$ cat config.mk
export PLATFORM = sky130hd
export DESIGN_NAME = spf_ram
export DESIGN_NICKNAME = d
export VERILOG_FILES = /design/src/rtl/spf_pkg.sv /design/src/rtl/spf_ram.sv
export SDC_FILE = /design/constraint.sdc
export NUM_CORES = 2
export LEC_CHECK = 0
export BUFFER_PORTS_ARGS = -buffer_cell sky130_fd_sc_hd__buf_2
export CAP_MARGIN = 30
export CORE_MARGIN = 2
export CORE_UTILIZATION = 52
export DETAILED_ROUTE_END_ITERATION = 10
export PLACE_DENSITY_LB_ADDON = 0.1
export SETUP_SLACK_MARGIN = 0.15
export SKIP_CTS_REPAIR_TIMING = 1
export SLEW_MARGIN = 20
export SYNTH_ARGS = -nofsm -noshare
export SYNTH_HDL_FRONTEND = slang
export SYNTH_SLANG_ARGS = --single-unit
$ cat constraint.sdc
create_clock -name clk -period 5.15 [get_ports clk]
set_input_delay 0.515 -clock clk [delete_from_list [all_inputs] [get_ports clk]]
set_output_delay 0.515 -clock clk [all_outputs]
set_load 0.03 [all_outputs]
$ cat src/rtl/spf_pkg.sv
`timescale 1ns / 1ps
// ----------------------------------------------------------------------------
// spf_pkg
// shared types and constants for the sieve prime factorizer
// ----------------------------------------------------------------------------
package spf_pkg;

    localparam int VALUE_BITS_DEF  = 16;
    localparam int PRIME_SLOTS_DEF = 6542;

    localparam int IN_W        = 16;
    localparam int FACTOR_W    = 16;
    localparam int MAX_RESULTS = 16;
    localparam int COUNT_W     = $clog2(MAX_RESULTS + 1);

    typedef logic [IN_W-1:0]     value_t;
    typedef logic [FACTOR_W-1:0] factor_t;

    // divider control between sequencer and shared unit
    typedef struct packed {
        logic   start;
        value_t dividend;
        value_t divisor;
    } div_req_t;

    typedef struct packed {
        logic   done;
        value_t quotient;
        value_t remainder;
    } div_rsp_t;

endpackage

$ cat src/rtl/spf_ram.sv
`timescale 1ns / 1ps
// ----------------------------------------------------------------------------
// spf_ram
// generic single-write, single-read memory with registered read data
// ----------------------------------------------------------------------------
module spf_ram
    import spf_pkg::*;
#(
    parameter int WIDTH = 16,
    parameter int DEPTH = 256,
    localparam int AW   = (DEPTH > 1) ? $clog2(DEPTH) : 1
)(
    input  logic             clk,
    input  logic             we,
    input  logic [AW-1:0]    waddr,
    input  logic [WIDTH-1:0] wdata,
    input  logic [AW-1:0]    raddr,
    output logic [WIDTH-1:0] rdata
);

    logic [WIDTH-1:0] mem [DEPTH];

    always_ff @(posedge clk)
    begin
        if (we)
        begin
            mem[waddr] <= wdata;
        end
        rdata <= mem[raddr];
    end

endmodule

Yosys cells after proc, flatten, opt, wreduce, memory -nomap -nowiden
Memories as Yosys holds them, arrays and structs flattened. A register that Yosys moved wholly into a read port is not among the register bits.
Cells that the tools add are included.

storage, ports and cells
  register bits after elaboration = 0
  memory bits (writable) = 4,096
  output and inout bits = 16
  memories = 1

memories
  memory  depth  bits a word  rd ports  clocked after Yosys merged registers in  wr ports  RTL line       text
  mem     256    16           1         1                                        1         spf_ram.sv:21  logic [WIDTH-1:0] mem [DEPTH];

cells by class
  multiplexer cells = 2

operators with widths
  operator          count
  2-to-1 mux 1 bit  2

Longest topological paths before layout
  word-level depth = 2
  mapped depth = 12
  gate-level depth less buffers = 6

Worst setup path after synthesis
OpenSTA, ideal clock, no wires.

  path kind = input to register
  start = input port waddr[3]
  end = memory mem[235][0], enable pin
  setup time = 388 ps
  data arrival time = 2,292 ps
  path slack = 2,470 ps
  stages on the path = 6
  path buffers = 3
  path through = clkbuf_1 > nor2b_1 > clkbuf_1 > nand4_1 > clkbuf_1 > nor2_1

RTL lines
  what             RTL line       text
  start, declared  spf_ram.sv:15  input logic [AW-1:0] waddr,
  end, declared    spf_ram.sv:21

No word-level cell before the write port.

==> metrics.yaml <==
setup_path:
  critPathCaptureType: "register"
  start_kind: "input port"
  slowest_delay_ps: 550
  r2r-start: "mem[137][7]"
  crit_slowest_cell: "buf_8"
  required_ps: 6000
  worstPathMaxFanout: 54
  crit_chain: "buf_8 -> nand2b_4 -> buf_12 -> buf_4 -> o221ai_1 -> o22ai_1 -> a22oi_1 -> nand3_1 -> nor4_1"
  crit_start: "raddr[1]"
  crit_type: "in2reg"
  worstPathArrival_ps: 4380
yosys:
  avgSynthCellArea_um2: 21.6
  synthCells: 7360
  synth_top_area_cell: "edfxtp_1"
  synth_area_leaders: "edfxtp_1 77%, mux4_2 11%, mux2i_1 3.6%"
  netlist.area_leader.share: 0.775
  ys_seq_area_frac: 0.777
  synth_nets: 7394
  synthFlopType: "edfxtp_1"
  synth_edf_count: 4096
  syn_area_um2: 159000
  ys_async_sr_fraction: 0
  yosysWarnings: 0
  synth-seq-cells: 4112
  synth_cell_types: 52
layout:
  nets: 7886
  areaGrowthSynthToFinish_pct: 13.3
  multi_input_area_um2: 33200
  layout_common_cells: "4096 x edfxtp_1, 797 x mux4_2, 565 x mux2i_1"
  register_area_um2: 123000
  utilization: 0.593
  n_fill_cell: 21500
  final_cell_area_um2: 180000
  drive_above_1_share: 0.259
  final_common_cell: "edfxtp_1"
run_status:
  status: "completed"
place:
  place_area_um2: 166000
  port_buffers: 49
  gp_congestion: 0.900
  dp.final_hpwl_um: 250000
global_route:
  antenna_found_initial: 21
  grt_pass1_wl_um: 598000
  grt_overflow: 0
  track_usage: 0.274
  grt_max_degree: 169
  first_global_vias: 77600
routing:
  vias: 79100
  ant_nets: 0
  wl_um: 425000
  via_per_inst: 6.49
  wl_per_cell_um: 34.9
  drt-pass1-iter-count: 6
  first_iter_violations: 10400
  remaining_drc_errors: 0
power:
  comb_power_share: 0.050
  seqPwrFrac: 0.526
  clkPwrFrac: 0.425
  peakVddDrop_mv: 0.321
  p_leak_uw: 0.0571
  p_sw_uw: 15100
  swShare: 0.215
  power.density_nw_per_um2: 391
  power.internal_uw: 55200
  design_power_total_uw: 70400
clock_tree:
  clkSlewWorstSetupHoldPaths_ps: 60
  cts.sinks: 4112
  clockBufferDepth: 4
  root_buffer: "clkbuf_16"
  cts_tree: "done"
  cts-htree-levels: 5
  cts_made_buffers: 419
  clock_latency_ps: 970
die:
  io_pins: 50
  initial_core_util: 0.523
  die_h_um: 556
  rows: 202
  design.core.area_um2: 303000
  die_w_um: 556
  die_area_um2: 310000
timing:
  hold_viol_final: 0
  maxSlewHeadroom: 0.195
  finalSetupViolCount: 0
  hold_ws_ps: 26.0
  period_needed_ps: 3540
  drv_slew: 0
  totalNegativeSetupSlack_ps: 0
  rsz0062_at_grt: "no"
  finClkSkew_ps: 37.3
  tightest_slew_ps: 1210
  clock.fmax_mhz: 283
  finalCritPeriodShare: 0.687
hold_path:
  hp-class: "in2reg"
  hp-start: "wdata[11]"
job:
  maxCapViolCount: 0
Yosys cell counts (all sizes together), types with 21 or more instances:
library cell	n
a22oi	43
o21ai	38
nor2	304
clkbuf	230
mux4	797
nand2	38
o22ai	148
o32ai	21
nor3	92
nand4	26
nand3	35
a21oi	175
a221oi	28
o221ai	253
buf	222
edfxtp	4096
mux2	88
mux2i	565
a22o	32
worst paths after layout:
check / endpoint / slack [ps] / cells after the start
setup / recovery: rdata[0] / 1610 / 9
hold / removal: mem[88][11] / 30 / 1
hold reg to reg: rdata[8] / 1020 / 6
setup reg to reg: rdata[7] / 2210 / 6
area by class of cell:
class                      count  share of cell area
tap                         3978              0.0277
timing repair buffer         523              0.0271
multi-input combinational   2792               0.185
antenna                        6           0.0000835
clock inverter               270              0.0142
clock buffer                 506              0.0607
inverter                       4            0.000153
sequential                  4112               0.686
flip-flops by register name, indices dropped and copies added (netlist names):
name,count
rdata,16
mem,4096
per-stage QoR:
step | worst slack, ps | instances
2_1_floorplan | 2470 | 7360
5_1_grt | 1550 | 12200
3_5_place_dp | 764 | 11400
4_1_cts | 1770 | 12200
3_3_place_gp | 759 | 11400
6_report | 1610 | 12200
kinds of logic (layout without fill, tap and decap cells):
group                  after synthesis  after routing  share of synthesized area
flip-flops                        4112           4112                      0.777
buffers and inverters              456           1303                     0.0169
multiplexers                      1450           1450                      0.155
other                                0              6                          0
AND/OR/NAND/NOR                    556            556                     0.0157
AO/OA/AOI/OAI                      786            786                     0.0354
worst max-delay path: cells and delay by family:
| kind | cells | cell delay [ps] |
|---|---|---|
| and+or+nand+nor | 3 | 1390 |
| buffers and inverters | 3 | 1210 |
| AOI/OAI and AO/OA | 3 | 1040 |
power groups by stage:
| stage | Sequential [uW] | Combinational [uW] | Clock, uW |
|---|---|---|---|
| after floorplan | 37700 | 1820 | 0 |
| after global routing | 37000 | 3660 | 31600 |
| after global placement | 37700 | 3450 | 0 |
| after CTS | 37000 | 3520 | 30300 |
| after detailed placement | 37700 | 3510 | 0 |
| final | 37000 | 3500 | 29900 |
per-layer routing:
metal | share of wire | track usage | vias up
met3 | 0.085 | 0.0473 | 602
met1 | 0.42 | 0.413 | 42500
met4 | 0.028 | 0.0724 | 10
met5 | 0.00016 | 0 | -
met2 | 0.46 | 0.420 | 3693
li1 | - | - | 32300
Power figures use the tool's default switching activity.
