File: src/rtl/spf_pkg.sv
`timescale 1ns / 1ps
// ----------------------------------------------------------------------------
// spf_pkg
// shared types and constants for the sieve prime factorizer
// ----------------------------------------------------------------------------
package spf_pkg;

    localparam int VALUE_BITS_DEF  = 16;
    localparam int PRIME_SLOTS_DEF = 6542;

    localparam int IN_W        = 16;
    localparam int FACTOR_W    = 16;
    localparam int MAX_RESULTS = 16;
    localparam int COUNT_W     = $clog2(MAX_RESULTS + 1);

    typedef logic [IN_W-1:0]     value_t;
    typedef logic [FACTOR_W-1:0] factor_t;

    // divider control between sequencer and shared unit
    typedef struct packed {
        logic   start;
        value_t dividend;
        value_t divisor;
    } div_req_t;

    typedef struct packed {
        logic   done;
        value_t quotient;
        value_t remainder;
    } div_rsp_t;

endpackage

File: src/rtl/spf_divider.sv
`timescale 1ns / 1ps
// ----------------------------------------------------------------------------
// spf_divider
// restoring divider, one quotient bit per cycle
// ----------------------------------------------------------------------------
module spf_divider
    import spf_pkg::*;
(
    input  logic     clk,
    input  logic     rst_n,
    input  div_req_t req,
    output div_rsp_t rsp
);

    localparam int CW = $clog2(IN_W + 1);

    logic            busy_reg, busy_next;
    logic            done_reg, done_next;
    logic [CW-1:0]   cnt_reg, cnt_next;
    value_t          quo_reg, quo_next;
    value_t          rem_reg, rem_next;
    value_t          dvs_reg, dvs_next;
    logic [IN_W:0]   trial;
    logic [IN_W:0]   shifted;

    always_comb
    begin
        busy_next = busy_reg;
        done_next = 1'b0;
        cnt_next  = cnt_reg;
        quo_next  = quo_reg;
        rem_next  = rem_reg;
        dvs_next  = dvs_reg;
        shifted   = {rem_reg, quo_reg[IN_W-1]};
        trial     = shifted - {1'b0, dvs_reg};
        if (req.start)
        begin
            busy_next = 1'b1;
            cnt_next  = CW'(IN_W);
            quo_next  = req.dividend;
            rem_next  = '0;
            dvs_next  = req.divisor;
        end
        else if (busy_reg)
        begin
            // shift one dividend bit into the partial remainder
            if (!trial[IN_W])
            begin
                rem_next = trial[IN_W-1:0];
                quo_next = {quo_reg[IN_W-2:0], 1'b1};
            end
            else
            begin
                rem_next = shifted[IN_W-1:0];
                quo_next = {quo_reg[IN_W-2:0], 1'b0};
            end
            cnt_next = cnt_reg - 1'b1;
            if (cnt_reg == CW'(1))
            begin
                busy_next = 1'b0;
                done_next = 1'b1;
            end
        end
    end

    always_ff @(posedge clk or negedge rst_n)
    begin
        if (!rst_n)
        begin
            busy_reg <= 1'b0;
            done_reg <= 1'b0;
            cnt_reg  <= '0;
        end
        else
        begin
            busy_reg <= busy_next;
            done_reg <= done_next;
            cnt_reg  <= cnt_next;
        end
    end

    always_ff @(posedge clk)
    begin
        quo_reg <= quo_next;
        rem_reg <= rem_next;
        dvs_reg <= dvs_next;
    end

    assign rsp.done      = done_reg;
    assign rsp.quotient  = quo_reg;
    assign rsp.remainder = rem_reg;

endmodule

File: config.mk
export PLATFORM = sky130hd
export DESIGN_NAME = spf_divider
export DESIGN_NICKNAME = d
export VERILOG_FILES = /design/src/rtl/spf_pkg.sv /design/src/rtl/spf_divider.sv
export SDC_FILE = /design/constraint.sdc
export NUM_CORES = 1
export LEC_CHECK = 0
export ABC_CLOCK_PERIOD_IN_PS = 3400
export BUFFER_PORTS_ARGS = -buffer_cell sky130_fd_sc_hd__buf_2
export CORE_AREA = 4 4 81 83
export CTS_CLUSTER_SIZE = 40
export DETAILED_ROUTE_END_ITERATION = 12
export DIE_AREA = 0 0 85 87
export HOLD_SLACK_MARGIN = 0.08
export PLACE_DENSITY = 0.75
export RECOVER_POWER = 50
export SYNTH_ARGS = -nofsm -noshare
export SYNTH_HDL_FRONTEND = slang
export SYNTH_SLANG_ARGS = --single-unit
File: constraint.sdc
create_clock -name clk -period 3.4 [get_ports clk]
set_clock_uncertainty 0.05 [all_clocks]
set_input_delay 0.68 -clock clk [delete_from_list [all_inputs] [get_ports clk]]
set_output_delay 0.68 -clock clk [all_outputs]
set_load 0.005 [all_outputs]
* After elaboration in Yosys (flattened, before gate mapping)
Cells that the tools add are included.
** Word-level totals
- Register bits :: 55
- Bits in latches :: 0
- RAM bits :: 0
- ROM bits :: 0
- Logic and storage cells :: 22
- Memories kept :: 0
** Operators by class
- $add $sub $neg :: 2
- Multipliers :: 0
- Div/mod/pow operators :: 0
- Magnitude comparators :: 0
- Equal/unequal tests :: 1
- Shifts and indexed selects :: 0
- Multiplexer cells :: 12
- Bitwise logic cells :: 0
- Reductions and logical operators :: 1
** Operators with widths (count)
- $mux W16 :: 3
- $sub A17 B16 Y17 :: 1
- $mux W5 :: 2
- $mux W1 :: 7
- $eq A5 B1 Y1 const B :: 1
- $sub A5 B1 Y5 const B :: 1
- $reduce_bool A2 Y1 :: 1

* Longest topological paths before layout
- Word-level depth :: 4
- Mapped depth :: 12
- Depth with buffers taken out :: 10

* Worst setup path before layout
Ideal clock, no wire load.
- Path kind :: reg2reg
- From :: reg quo_reg[15]
- To :: reg quo_reg[0] (data pin)
- Library setup time :: 0.260 ns
- Data arrival time :: 2.529 ns
- Data required time :: 3.090 ns
- Slack :: 0.561 ns
- Cell stages (with the launch flop) :: 12
- Buffers on the path :: 2
- Clock period less this slack :: 2.839 ns
- Cells stage by stage :: edfxtp_1 > inv_1 > ha_1 > fa_1 > nand2b_1 > a21o_1 > a31o_2 > o41ai_4 > xnor2_1 > buf_4 > buf_6 > mux2_2
** Between the ends
- Word-level cells in the longest chain between the ends :: 4
** RTL lines
- start, declared :: RTL line spf_divider.sv:20 : value_t quo_reg, quo_next;
- start signal, assigned :: RTL line spf_divider.sv:84 : quo_reg <= quo_next;
- $sub A17 B16 Y17 :: RTL line spf_divider.sv:35 : trial = shifted - {1'b0, dvs_reg};
- $mux W1 :: RTL line spf_divider.sv:47 : if (!trial[IN_W])
- $mux W16 :: RTL line spf_divider.sv:44 : else if (busy_reg)
- $mux W16 :: RTL line spf_divider.sv:36 : if (req.start)
- named net quo_next[0] :: RTL line spf_divider.sv:20
The timed path passes the listed nets, and every way through them passes these cells. The select of a mux whose other input is x is not followed.
A chain may end at the register's enable or synchronous reset.

* Final worst setup path
- From :: reg quo_reg[15]
- To :: reg rem_reg[4]
** Between the ends
- Word-level cells in the longest chain between the ends :: 2
** RTL lines
- $sub A17 B16 Y17 :: RTL line spf_divider.sv:35
- $mux W16 :: RTL line spf_divider.sv:47
- end signal, assigned :: RTL line spf_divider.sv:85 : rem_reg <= rem_next;
- end, declared :: RTL line spf_divider.sv:21 : value_t rem_reg, rem_next;
No other way between the ends.

==> summary.txt <==
Clocking
  – Post-CTS Setup Bufs: 0
  – CTS Buffer Depth: 2
  – Clock sink count: 55
  – Max H-tree Level: 2
  – CTS Buf Count: 5
  – Root Buffer: clkbuf_8
  – Clock tree from TritonCTS: built
  – Clk pin slew, worst setup/hold paths: about 0.1 ns
  – Latest clock arrival within the worst-skew pair: ~0.31 ns

Setup path
  – Worst setup path end: rem_reg[4]
  – CP max FO: 15
  – CP startpoint: quo_reg[15]
  – CP Capture Type: flip-flop
  – Crit Path Class: reg2reg
  – Worst setup SP type: flip-flop
  – R2R cell count: 11
  – Buffer and inverter count on the worst path: 2
  – Reg-to-Reg End: rem_reg[4]
  – Worst EP arrival: 3.26 ns
  – Reg2Reg Setup Slack: roughly 0.24 ns
  – CP max stage cell: o41ai_4
  – Kind of cell adding the most delay to the critical path: compound AO/OA/AOI/OAI gates
  – Critical path cell sequence: inv_1 > ha_1 > fa_1 > nand2b_1 > a21o_1 > a31o_2 > o41ai_4 > xnor2_4 > buf_4 > mux2i_1 > a211oi_1
  – CP max stage delay: between 0.4 and 0.5 ns
  – Critical Path Stages: 11
  – Worst Path Required: roughly 3.5 ns
  – Critical register-to-register path startpoint: quo_reg[15]

Place
  – I/O Buffers: 67
  – Placer Congestion: just under 0.9
  – Placed inst area: between 3000 and 4000 sq um
  – Cells after DPL: around 420
  – DP HPWL: 4.83 mm

Global route
  – GR Overflow Total: 0
  – First-pass GRT wire length: roughly 11 mm
  – Vias in the first global route: approximately 2200
  – GR Util All Layers: 0.176
  – Largest net degree at the start of global routing: 36
  – Initial antenna violation count: 0

Timing
  – Final hold violations: 0
  – Max Transition Viols Final: 0
  – Final worst path period share: 0.928
  – Fmax: between 300 and 400 MHz
  – Fin Hold WS: 0.188 ns
  – Post-route minimum period: between 3 and 4 ns
  – RSZ-0062 raised after global routing: no
  – Final Setup Violations: 0
  – Total negative setup slack: 0 ns
  – Rel. slew slack: 0.230
  – Tightest Pin Transition: approximately 1.2 ns

Routing
  – Routed vias: 2327
  – Met3 WL: about 190 um
  – Met1 WL: approximately 3 mm
  – Met2 WL post-DR: 3.17 mm
  – Drt wl/cell: about 15 um
  – Detail Route Antenna Nets: 0
  – Via density per instance: between 5 and 6
  – Post-route DRC: 0
  – Final wirelength: around 6.4 mm
  – Drt pass-1 iters: 4
  – Highest metal used: met4
  – Initial DRC Count: 130

Synthesis
  – Mux contribution to synthesized area: 0.0985
  – Top_reg_cell synth: edfxtp_1
  – Compound-Gate Fraction of Synth Area: 0.143
  – Main combinational cell family by area after synthesis: compound AO/OA/AOI/OAI gates
  – Mapped cell area: slightly above 3000 sq um
  – Synth Area in XOR/XNOR: 0.0480
  – Synth Register Bits: 55
  – Cell taking the most area after synthesis: edfxtp_1
  – Synth Area in Simple Gates: 0.113
  – Number of synthesized flops with an enable pin: 32
  – Avg Inst Size Synth: 10.9 sq um
  – Post-Syn Instances: around 290
  – Synth top area share: 0.310
  – Async SR Flop Fraction: 0.127
  – Yosys cell types: 54
  – Yosys warns: 0
  – Synth top area cells: edfxtp_1 31%, dfxtp_1 10%, ha_1 7.3%
  – Synthesized netlist net count: 339
  – Seq/Total Area, Yosys: 0.470
  – Adder-Cell Fraction of Synth Area: 0.0791

Power and ir drop
  – Logic pwr share: 0.478
  – Leakage power total: between 1.5 and 2 nW
  – Cell Int Power: 1.63 mW
  – Pwr Total: 2.64 mW
  – Sw Pwr: roughly 1 mW
  – Clock power share: 0.142
  – Net Sw Frac: 0.382
  – Maximum vdd drop: approximately 0.00036 V
  – Pwr dens: 734 nW/um^2
  – Sequential share of power: 0.380

Final layout
  – Area of the multi-input gates: 1510 sq um
  – Layout cell share with drive strength beyond 1: 0.276
  – # diodes: 0
  – Post-route cell area: between 3000 and 4000 sq um
  – Storage element area: approximately 1500 sq um
  – Syn-to-layout area delta: 15.9%
  – NumNets Final: roughly 400
  – Fillers: approximately 500
  – Final cell count without fillers: 426

Status
  – Outcome: complete, no violations

Floorplan
  – IO Count: 68
  – Die W: 85 um
  – Die area: roughly 7400 sq um
  – Core Area: between 5000 and 6000 sq um
  – Core Rows: 28
  – Height of the chip: 87 um
  – Starting Density: 0.530

Run
  – Max_cap viols: 0

Hold path
  – Hold Crit Class: in2async
## cells by family after synthesis
logic type,after synthesis
and+or+nand+nor,70
buffers and inverters,36
DFF,55
AOI/OAI and AO/OA,60
xor gates and xnor gates,17
muxes,28
adders and majority gates,19
## repair_timing
action                     in CTS  in global routing
gates resized for setup         0                  1
hold buffers                    0                  0
hold endpoints to repair        0                  0
setup endpoints to repair       0                  2
## worst min path at each step
stage,end,slack [ns],cells past startpoint,from
3_3_place_gp,rem_reg[9],0.44,2,rem_reg[9]
6_report,done_reg,0.19,1,rst_n
2_1_floorplan,busy_reg,0.33,0,rst_n
5_1_grt,cnt_reg[2],0.22,1,rst_n
3_5_place_dp,rem_reg[9],0.44,2,rem_reg[9]
4_1_cts,done_reg,0.13,1,rst_n
## power by group through the flow
stage	logic [mW]	registers, mW	clock network, mW
floorplan	0.946	0.995	0
finish	1.26	1.00	0.375
global placement	1.22	1.01	0
CTS	1.25	1.00	0.388
global route	1.40	1.03	0.414
detailed placement	1.24	1.02	0
## placed cells by master, fill, tap and decap left out, types with 2 or more instances in the layout
master	synthesis	layout
o21ai_0	6	6
and2_1	2	2
xnor2_1	11	10
a211oi_1	11	11
o211ai_1	2	2
nand2_1	17	17
a21o_1	4	4
o21bai_1	2	2
inv_6	0	2
ha_1	18	18
mux2_2	16	16
o21a_1	4	4
dfrtp_1	7	7
a21oi_1	13	13
buf_2	1	63
buf_4	2	2
nor3b_1	4	4
nor3_1	3	3
a311oi_1	2	2
inv_1	23	23
edfxtp_1	32	32
nand2b_1	4	4
mux2i_1	11	11
xor2_1	6	6
or3_1	3	3
dfxtp_1	16	16
clkbuf_8	0	5
clkbuf_1	8	6
o21ai_1	3	3
nor2_1	27	27
a31oi_1	2	2
## layer usage
layer,vias to the layer above,global-route usage
li1,1159,-
met1,1124,0.225
met2,37,0.301
met3,7,0.0360
met4,0,0.0532
met5,-,0
## cell usage after synthesis, drive strengths merged, types with 3 or more instances
cell and n:
a21oi 14, nand2 17, edfxtp 32, o21a 4, inv 23, mux2 17
nand2b 4, ha 18, xnor2 11, a211oi 11, o21ai 9, a21o 4
xor2 6, nor3 3, or3 3, nor2 27, dfrtp 7, nor3b 4
dfxtp 16, mux2i 11, clkbuf 8, buf 5
## per-stage QoR
| stage | utilization | worst slack [ns] |
|---|---|---|
| after floorplan | - | 0.561 |
| after detailed placement | 0.599 | 0.229 |
| after global routing | 0.614 | 0.0384 |
| after CTS | 0.614 | 0.182 |
| after global placement | 0.599 | 0.319 |
| final | 0.614 | 0.243 |
## worst reg2reg max path: stages (launching register included)
cell and delay [ns]:
edfxtp_1 0.40, inv_1 0.06, ha_1 0.22, fa_1 0.39, nand2b_1 0.18, a21o_1 0.17
a31o_2 0.24, o41ai_4 0.43, xnor2_4 0.31, buf_4 0.27, mux2i_1 0.19, a211oi_1 0.10
## cell type report
type / instances / share of cell area
multi-input combinational: 194 / 0.421
sequential: 55 / 0.405
clock buffer: 5 / 0.0192
clock inverter: 3 / 0.00627
tap: 75 / 0.0261
timing repair buffer: 71 / 0.0982
inverter: 23 / 0.0240
No activity file was read; power rests on OpenSTA's default activity.
